[config.mk]
export PLATFORM = sky130hd
export DESIGN_NAME = arp_responder_cache_unit_flat
export DESIGN_NICKNAME = d
export VERILOG_FILES = /design/src/rtl/arc_pkg.sv /design/src/rtl/arc_chan_if.sv /design/src/rtl/arc_ram.sv /design/src/rtl/arp_responder_cache_unit.sv /design/src/flat_wrapper.sv
export SDC_FILE = /design/constraint.sdc
export NUM_CORES = 1
export LEC_CHECK = 0
export ABC_AREA = 1
export BUFFER_PORTS_ARGS = -buffer_cell sky130_fd_sc_hd__buf_4
export CORE_ASPECT_RATIO = 0.7
export CORE_MARGIN = 10
export CORE_UTILIZATION = 45
export CTS_CLUSTER_SIZE = 40
export DETAILED_ROUTE_END_ITERATION = 6
export PLACE_DENSITY = 0.59
export SYNTH_ARGS = -nofsm -noshare
export SYNTH_HDL_FRONTEND = slang
export SYNTH_HIERARCHICAL = 1
export SYNTH_SLANG_ARGS = --single-unit
[constraint.sdc]
create_clock -name clk -period 9 [get_ports clk]
set_input_delay 1.8 -clock clk [delete_from_list [all_inputs] [get_ports clk]]
set_output_delay 1.8 -clock clk [all_outputs]
set_load 0.01 [all_outputs]
[src/rtl/arc_pkg.sv]
// shared types and constants of the arp responder cache unit
// no dependencies; used by the top level and the checker
package arc_pkg;

  // default number of cache entries, entry 0 included
  localparam int unsigned TABLE_DEPTH_DEF = 16;

  // configuration port
  localparam int unsigned CFG_AW = 4;
  localparam int unsigned CFG_DW = 64;
  localparam logic REG_MY_IP  = 1'b0;
  localparam logic REG_MY_MAC = 1'b1;
  localparam logic [31:0] MY_IP_RST  = 32'h0A00020E;
  localparam logic [47:0] MY_MAC_RST = 48'h0;

  // operation codes of an input item
  localparam logic [1:0] OP_RECV   = 2'd0;
  localparam logic [1:0] OP_LOOKUP = 2'd1;
  localparam logic [1:0] OP_SEND   = 2'd2;

  // result kinds
  localparam logic [1:0] KIND_NONE    = 2'd0;
  localparam logic [1:0] KIND_REPLY   = 2'd1;
  localparam logic [1:0] KIND_REQUEST = 2'd2;
  localparam logic [1:0] KIND_LOOKUP  = 2'd3;

  // arp opcodes
  localparam logic [15:0] ARP_OPC_REQUEST   = 16'd1;
  localparam logic [1:0]  FRAME_OPC_REQUEST = 2'd1;
  localparam logic [1:0]  FRAME_OPC_REPLY   = 2'd2;

  // fixed broadcast mapping of entry 0
  localparam logic [31:0] BCAST_IP  = 32'hFFFF_FFFF;
  localparam logic [47:0] BCAST_MAC = 48'hFFFF_FFFF_FFFF;

  typedef struct packed {
    logic [1:0]  operation;
    logic [15:0] arp_op;
    logic [47:0] sender_mac;
    logic [31:0] sender_ip;
    logic [47:0] target_mac;
    logic [31:0] target_ip;
  } arc_in_t;

  typedef struct packed {
    logic [1:0]  out_kind;
    logic [47:0] frame_dest_mac;
    logic [1:0]  frame_opcode;
    logic [47:0] frame_sender_mac;
    logic [31:0] frame_sender_ip;
    logic [47:0] frame_target_mac;
    logic [31:0] frame_target_ip;
    logic        lookup_hit;
    logic [47:0] lookup_mac;
  } arc_out_t;

  typedef struct packed {
    logic [31:0] ip;
    logic [47:0] mac;
  } cache_entry_t;

endpackage

[src/rtl/arc_chan_if.sv]
// valid/ready channel carrying one item of a given payload type
// no dependencies; the payload type is set where the channel is instantiated
interface arc_chan_if #(
  parameter type payload_t = logic
);
  logic     valid;
  logic     ready;
  payload_t payload;

  modport source (output valid, output payload, input ready);
  modport sink   (input valid, input payload, output ready);
endinterface

[src/rtl/arc_ram.sv]
// generic single-port-write, single-port-read ram with registered read data
// no dependencies
module arc_ram #(
  parameter int unsigned WIDTH = 8,
  parameter int unsigned DEPTH = 16
) (
  input  logic                     clk,
  input  logic                     we,
  input  logic [$clog2(DEPTH)-1:0] waddr,
  input  logic [WIDTH-1:0]         wdata,
  input  logic                     re,
  input  logic [$clog2(DEPTH)-1:0] raddr,
  output logic [WIDTH-1:0]         rdata
);
  logic [WIDTH-1:0] mem_r [DEPTH];
  logic [WIDTH-1:0] rdata_r;

  // write port and registered read port
  always_ff @(posedge clk) begin
    if (we) begin
      mem_r[waddr] <= wdata;
    end
    if (re) begin
      rdata_r <= mem_r[raddr];
    end
  end

  assign rdata = rdata_r;
endmodule

[src/rtl/arp_responder_cache_unit.sv]
// arp responder with address cache: receive, lookup and send operations
// flow: an accepted item passes through the exec state, for a lookup the scan state, which reads
//   one cache entry per cycle (up to TABLE_DEPTH-1 entries), and the done state, whose result
//   is then registered on the output; one item is taken at a time, a new one only once the last
//   has left the done state, which stalls while the output holds an item that is not taken
// reset: synchronous active low; control and configuration registers to reset values, cache empty but for entry 0
module arp_responder_cache_unit #(
  parameter int unsigned TABLE_DEPTH = arc_pkg::TABLE_DEPTH_DEF
) (
  input  logic                       clk,
  input  logic                       rst_n,
  arc_chan_if.sink                   in_ch,
  arc_chan_if.source                 out_ch,
  input  logic                       psel,
  input  logic                       penable,
  input  logic                       pwrite,
  input  logic [arc_pkg::CFG_AW-1:0] paddr,
  input  logic [arc_pkg::CFG_DW-1:0] pwdata,
  output logic [arc_pkg::CFG_DW-1:0] prdata,
  output logic                       pready
);
  import arc_pkg::*;

  localparam int unsigned IDXW = $clog2(TABLE_DEPTH);
  localparam int unsigned ENTRY_W = $bits(cache_entry_t);
  localparam logic [IDXW-1:0] FIRST_IDX = IDXW'(1);
  localparam logic [IDXW-1:0] LAST_IDX  = IDXW'(TABLE_DEPTH - 1);

  localparam logic [1:0] S_IDLE = 2'd0;
  localparam logic [1:0] S_EXEC = 2'd1;
  localparam logic [1:0] S_SCAN = 2'd2;
  localparam logic [1:0] S_DONE = 2'd3;

  logic [31:0]   my_ip_r;
  logic [47:0]   my_mac_r;
  logic          cfg_wr;
  logic          cfg_sel;

  logic [1:0]    state_r, state_nxt;
  arc_in_t       item_r;
  arc_out_t      res_r, res_nxt;
  arc_out_t      out_r;
  logic          out_valid_r;
  logic          out_load;
  logic [IDXW-1:0] slot_r, slot_nxt;
  logic          wrapped_r, wrapped_nxt;
  logic [IDXW-1:0] scan_r, scan_nxt;
  logic [IDXW-1:0] next_idx;

  logic          ram_we;
  logic          ram_re;
  logic [IDXW-1:0] ram_raddr;
  cache_entry_t  ram_wdata;
  cache_entry_t  ram_rdata;

  // configuration registers
  assign pready  = 1'b1;
  assign cfg_sel = paddr[CFG_AW-1];
  assign cfg_wr  = psel && penable && pwrite && pready;

  always_ff @(posedge clk) begin
    if (!rst_n) begin
      my_ip_r  <= MY_IP_RST;
      my_mac_r <= MY_MAC_RST;
    end else if (cfg_wr) begin
      if (cfg_sel == REG_MY_IP) begin
        my_ip_r <= pwdata[31:0];
      end else begin
        my_mac_r <= pwdata[47:0];
      end
    end
  end

  assign prdata = (cfg_sel == REG_MY_IP) ? {32'b0, my_ip_r} : {16'b0, my_mac_r};

  // cache ram, entry 0 is the fixed broadcast mapping and never stored
  assign ram_wdata = '{ip: item_r.sender_ip, mac: item_r.sender_mac};
  assign next_idx  = scan_r + 1'b1;
  assign ram_raddr = (state_r == S_EXEC) ? FIRST_IDX : next_idx;

  arc_ram #(
    .WIDTH (ENTRY_W),
    .DEPTH (TABLE_DEPTH)
  ) u_cache_ram (
    .clk   (clk),
    .we    (ram_we),
    .waddr (slot_r),
    .wdata (ram_wdata),
    .re    (ram_re),
    .raddr (ram_raddr),
    .rdata (ram_rdata)
  );

  // control: one item at a time through exec, scan and done
  always_comb begin
    state_nxt   = state_r;
    slot_nxt    = slot_r;
    wrapped_nxt = wrapped_r;
    scan_nxt    = scan_r;
    res_nxt     = res_r;
    ram_we      = 1'b0;
    ram_re      = 1'b0;
    unique case (state_r)
      S_IDLE: begin
        if (in_ch.valid) begin
          state_nxt = S_EXEC;
        end
      end
      S_EXEC: begin
        res_nxt   = '0;
        state_nxt = S_DONE;
        unique case (item_r.operation)
          OP_RECV: begin
            // learn the sender into the ring slot
            ram_we = 1'b1;
            if (slot_r == LAST_IDX) begin
              slot_nxt    = FIRST_IDX;
              wrapped_nxt = 1'b1;
            end else begin
              slot_nxt = slot_r + 1'b1;
            end
            if (item_r.arp_op == ARP_OPC_REQUEST && item_r.target_ip == my_ip_r) begin
              res_nxt.out_kind         = KIND_REPLY;
              res_nxt.frame_dest_mac   = item_r.sender_mac;
              res_nxt.frame_opcode     = FRAME_OPC_REPLY;
              res_nxt.frame_sender_mac = my_mac_r;
              res_nxt.frame_sender_ip  = my_ip_r;
              res_nxt.frame_target_mac = item_r.sender_mac;
              res_nxt.frame_target_ip  = item_r.sender_ip;
            end
          end
          OP_SEND: begin
            res_nxt.out_kind         = KIND_REQUEST;
            res_nxt.frame_dest_mac   = BCAST_MAC;
            res_nxt.frame_opcode     = FRAME_OPC_REQUEST;
            res_nxt.frame_sender_mac = my_mac_r;
            res_nxt.frame_sender_ip  = my_ip_r;
            res_nxt.frame_target_mac = item_r.target_mac;
            res_nxt.frame_target_ip  = item_r.target_ip;
          end
          OP_LOOKUP: begin
            res_nxt.out_kind = KIND_LOOKUP;
            if (item_r.target_ip == BCAST_IP) begin
              res_nxt.lookup_hit = 1'b1;
              res_nxt.lookup_mac = BCAST_MAC;
            end else if (wrapped_r || FIRST_IDX < slot_r) begin
              // start the scan at entry 1
              ram_re    = 1'b1;
              scan_nxt  = FIRST_IDX;
              state_nxt = S_SCAN;
            end
          end
          default: begin
            // undefined operation: an all-zero result of kind none is sent
          end
        endcase
      end
      S_SCAN: begin
        // entries are valid as a prefix of the ring until it wraps
        if (ram_rdata.ip == item_r.target_ip) begin
          res_nxt.lookup_hit = 1'b1;
          res_nxt.lookup_mac = ram_rdata.mac;
          state_nxt          = S_DONE;
        end else if (scan_r == LAST_IDX || !(wrapped_r || next_idx < slot_r)) begin
          state_nxt = S_DONE;
        end else begin
          ram_re   = 1'b1;
          scan_nxt = next_idx;
        end
      end
      S_DONE: begin
        if (!out_valid_r || out_ch.ready) begin
          state_nxt = S_IDLE;
        end
      end
      default: begin
        state_nxt = S_IDLE;
      end
    endcase
  end

  assign out_load    = (state_r == S_DONE) && (!out_valid_r || out_ch.ready);
  assign in_ch.ready = (state_r == S_IDLE);

  // control registers
  always_ff @(posedge clk) begin
    if (!rst_n) begin
      state_r     <= S_IDLE;
      slot_r      <= FIRST_IDX;
      wrapped_r   <= 1'b0;
      out_valid_r <= 1'b0;
    end else begin
      state_r   <= state_nxt;
      slot_r    <= slot_nxt;
      wrapped_r <= wrapped_nxt;
      if (out_load) begin
        out_valid_r <= 1'b1;
      end else if (out_ch.ready) begin
        out_valid_r <= 1'b0;
      end
    end
  end

  // item, working result and output payload registers
  always_ff @(posedge clk) begin
    if (in_ch.valid && in_ch.ready) begin
      item_r <= in_ch.payload;
    end
    scan_r <= scan_nxt;
    res_r  <= res_nxt;
    if (out_load) begin
      out_r <= res_r;
    end
  end

  assign out_ch.valid   = out_valid_r;
  assign out_ch.payload = out_r;
endmodule

[src/flat_wrapper.sv]
// flat-port wrapper written by rule: the top's interface ports become plain ports
module arp_responder_cache_unit_flat import arc_pkg::*;
#(
  parameter int unsigned TABLE_DEPTH = arc_pkg::TABLE_DEPTH_DEF
)
  (clk, rst_n, psel, penable, pwrite, paddr, pwdata, prdata, pready, in_ch_valid, in_ch_payload, in_ch_ready, out_ch_valid, out_ch_payload, out_ch_ready);
  arc_chan_if in_ch_i ();
  arc_chan_if out_ch_i ();
  input  logic clk;
  input  logic rst_n;
  input  logic psel;
  input  logic penable;
  input  logic pwrite;
  input  logic [arc_pkg::CFG_AW-1:0] paddr;
  input  logic [arc_pkg::CFG_DW-1:0] pwdata;
  output logic [arc_pkg::CFG_DW-1:0] prdata;
  output logic pready;
  input wire logic [$bits(in_ch_i.valid)-1:0] in_ch_valid;
  input wire logic [$bits(in_ch_i.payload)-1:0] in_ch_payload;
  output wire logic [$bits(in_ch_i.ready)-1:0] in_ch_ready;
  output wire logic [$bits(out_ch_i.valid)-1:0] out_ch_valid;
  output wire logic [$bits(out_ch_i.payload)-1:0] out_ch_payload;
  input wire logic [$bits(out_ch_i.ready)-1:0] out_ch_ready;
  assign in_ch_i.valid = in_ch_valid;
  assign in_ch_i.payload = in_ch_payload;
  assign in_ch_ready = in_ch_i.ready;
  assign out_ch_valid = out_ch_i.valid;
  assign out_ch_payload = out_ch_i.payload;
  assign out_ch_i.ready = out_ch_ready;
  arp_responder_cache_unit #(.TABLE_DEPTH(TABLE_DEPTH)) u_core (.clk(clk), .rst_n(rst_n), .in_ch(in_ch_i), .out_ch(out_ch_i), .psel(psel), .penable(penable), .pwrite(pwrite), .paddr(paddr), .pwdata(pwdata), .prdata(prdata), .pready(pready));
endmodule
* Word level (Yosys, flattened, before mapping) *
Index checks and enable logic that the tools add are counted.

word-level totals
  flip-flop bits (word level) = 175
  input bits = 76
  output and inout bits = 68
  logic and storage cells = 66

cells by class
  add/subtract/negate cells = 2
  $lt $le $gt $ge = 2
  equality and inequality tests = 13
  muxes and demuxes = 17
  bitwise logic cells = 2
  reduce and logical (&&, ||, !) cells = 19

operators with widths
  operator                                                                      number
  48-bit 2-to-1 mux                                                             1
  32-bit by 1-bit == test with 1-bit output                                     1
  4-bit 2-to-1 mux                                                              4
  4-bit by 1-bit adder with 4-bit output (second input constant)                2
  4-bit == test (second input constant)                                         2
  2-bit 2-to-1 mux                                                              4
  2-bit inequality test (second input constant)                                 4
  2-bit one-hot mux with 4 select lines                                         1
  2-bit AND reduction                                                           4
  1-bit 2-to-1 mux                                                              6
  5-bit AND reduction                                                           1
  2-bit == test (second input constant)                                         2
  1-bit logical AND                                                             4
  1-bit logical OR                                                              4
  1-bit by 4-bit less-than comparator with 1-bit output (first input constant)  1
  4-bit less-than comparator                                                    1
  2-bit by 1-bit inequality test with 1-bit output (second input constant)      2
  2-bit nonzero test                                                            2
  3-bit by 1-bit inequality test with 1-bit output (second input constant)      1
  3-bit AND reduction                                                           1
  2-bit by 1-bit == test with 1-bit output (second input constant)              1
  1-bit logical NOT                                                             2
  2-bit logical NOT                                                             1
  1-bit inverter                                                                2
  1-bit one-hot mux with 2 select lines                                         1

* Depth between registers and ports, before layout *
  word-level depth = 8
  mapped depth = 14
  depth with buffers taken out = 14

* Cells and area by module *
The synthesis kept the hierarchy.

by module, submodules not included
  module                    times used  cells each  area an instance (um^2)  seq. area each (um^2)
  arc_ram                   1           5255        56993.4                  40839.2
  arp_responder_cache_unit  1           650         4379.2                   1971.9

* Worst setup path before layout *
No wires, ideal clock.

  path type = register -> register
  start = register u_core.state_r[1]
  end = register, netlist name u_core/u_cache_ram/mem_r[12][0]
  library setup time = 519 ps
  arrival time = 4102 ps
  setup slack = 4378 ps
  cell stages (with the launch flop) = 5
  path buffers = 0
  period minus slack after synthesis = 4622 ps
  cell sequence = dfxtp_1 > inv_1 > ha_1 > nand3_1 > nor2_1

RTL lines
  what                    line                             RTL
  from (decl)             arp_responder_cache_unit.sv:39   logic [1:0] state_r, state_nxt;
  from (signal assigned)  arp_responder_cache_unit.sv:193  state_r <= state_nxt;

* Worst setup path after layout *
  start = input paddr[3] (netlist name)
  end = output prdata[10] (netlist name)

between the ends
  cells in the longest elaborated chain, start to end = 1

RTL lines
  what               line                            RTL
  from (decl)        flat_wrapper.sv:14              input logic [arc_pkg::CFG_AW-1:0] paddr;
  48-bit 2-to-1 mux  arp_responder_cache_unit.sv:74  assign prdata = (cfg_sel == REG_MY_IP) ? {32'b0, my_ip_r} : {16'b0, my_mac_r};
  to (decl)          flat_wrapper.sv:16              output logic [arc_pkg::CFG_DW-1:0] prdata;

No other way between the ends.

==> metrics <==
Post-DP HPWL=35.2 mm; WL per Instance=15.0 microns; share of cells above drive strength 1=7.59%; CTS Hold Bufs=0; area occupied by multi-input gates=8800 sq um; Root Buffer Master=clkbuf_16; Final WS setup=4.00 ns; f_max=200 MHz; Worst path max stage delay=0.46 ns; Worst EP arrival=3.20 ns; minimum clock period=5.00 ns; Critical Path Sink Type=primary output; P&R area growth vs syn=18.9%; CP cell instances=buf_4 > inv_2 > nand2_1 > nand2_1 > buf_4; initial antenna violation count=0; cell leakage power=15.5 nW; CTS max path bufs=3; critical-path maximum fanout=50; max-slew violations=0; cts bufs inserted=68; period utilisation layout=55.6%; RSZ-0062 raised after global routing=false; Final Hold Viols=0; detailed router's first-iteration violation count=1,510; number of I/O pins=144; WP data required=7.20 ns; vias in the first global route=18,600; worst rel slew slack=21.8%; die width=320 microns; clk_lat worst skew=0.62 ns; via count=19,200; Placer Congestion=0.759; htree depth=3; wire length of the first global-routing pass=102 mm; Cell Area, Synth=28,300 sq um; Max Cap Viol=0; hold crit path type=reg -> reg; CP Class=in -> out; clock-pin transition on the worst setup and hold timing paths=0.06 ns; Routed Antenna Nets=0; core area=61,800 sq um; detailed-route DRC error count=0; Die Ht=230 microns; critical path's slowest cell=buf_4; worst slew pin tran=1.17 ns; nature of the critical path startpoint=input port; die area=73,400 sq um; Total Routing Usage GR=17.5%; Syn Area/Cell=9.77 sq um; Placement Setup Slack=4.03 ns; power per cell area=294 nW/um^2; TritonCTS clock tree=yes; n_diodes=0; Syn. warnings=6; routed wire length=64.6 mm; initial core utilization=45.7%; Row Count=76; # fillers=5,580; final setup fails=0; setup TNS=0 ns; largest net degree at the start of global routing=134; Post-CTS Setup Bufs=0; Final Power=9.90 mW; clock sink count=656; remaining global-route overflow=0; port bufs=107; post-CTS resize count=0; 1st-pass router iterations=6; vias per inst=4.47; nets@finish=3,513; Worst VDD drop=0.334 mV; Setup Skew=0.0307 ns; Mapped Cells=2,894; FF+latch area=18,800 sq um; status=complete, no violations
## sequential cells by signal, indices dropped and copies added, names as in the netlist
register,count
u_core/res_r,1
u_core/state_r,2
u_core/wrapped_r,1
u_core/my_ip_r,32
u_core/out_ch.payload,1
u_core/my_mac_r,48
u_core/scan_r,4
u_core/item_r,1
u_core/u_cache_ram/rdata,33
u_core/slot_r,4
u_core/u_cache_ram/mem_r,528
u_core/out_ch.valid,1
## final cells by class
cell class              instances  share of cell area, %
flip-flops and latches        656                   56.0
clock inverters                35                  0.942
inverters                     453                   5.09
repair buffers                138                   3.12
multi-input cells            2110                   26.2
well taps                     819                   3.05
clock buffers                  86                   5.63
## where the power goes
part	leakage (nW)	internal (mW)	switching, mW
clock	1.09	1.64	1.16
combinational	8.53	0.942	2.52
sequential	5.84	3.59	0.0594
total	15.5	6.16	3.73
## metrics by stage
stage / utilization (%) / hold slack (ns) / cell area, sq um / std cells
6_report: 54.4 / 0.429 / 33600 / 4297
5_1_grt: 54.4 / 0.439 / 33600 / 4297
4_1_cts: 54.4 / 0.433 / 33600 / 4297
3_5_place_dp: 50.8 / 0.417 / 31400 / 4176
3_3_place_gp: 50.8 / 0.416 / 31400 / 4176
2_1_floorplan: - / 0.400 / 30300 / 3437
## layer usage
| metal | track usage, % | wire length, microns | vias to the layer above |
|---|---|---|---|
| li1 | - | - | 9702 |
| met1 | 24.3 | 29900 | 8948 |
| met2 | 27.8 | 29600 | 489 |
| met3 | 3.01 | 3590 | 87 |
| met4 | 5.45 | 1580 | 0 |
| met5 | 0 | 0 | - |
## critical path, delay by kind of cell
family                 cells  cell delay (ns)
and+or+nand+nor            2             0.29
buffers and inverters      3             1.08
## worst paths after layout
kind                                                endpoint               from  slack, ns  depth (start not counted)
worst max-delay path                              prdata[10]           paddr[3]       4.00                          5
worst min-delay path                   u_core/out_ch.payload    u_core/res_r[0]       0.43                          0
worst max register to register  u_core/u_cache_ram/rdata[61]  u_core/state_r[1]       5.04                         10
worst min register to register         u_core/out_ch.payload    u_core/res_r[0]       0.43                          0
## cells in the final DEF (no fill, tap or decap), types with 18 or more instances in the layout
cell type,n
o21ai_0,69
nor2_4,18
dfxtp_1,88
clkbuf_16,71
nor2_1,180
nand2_1,851
buf_4,137
nand3_1,411
edfxtp_1,568
inv_1,447
conb_1,545
(Power assumes the default switching activity.)
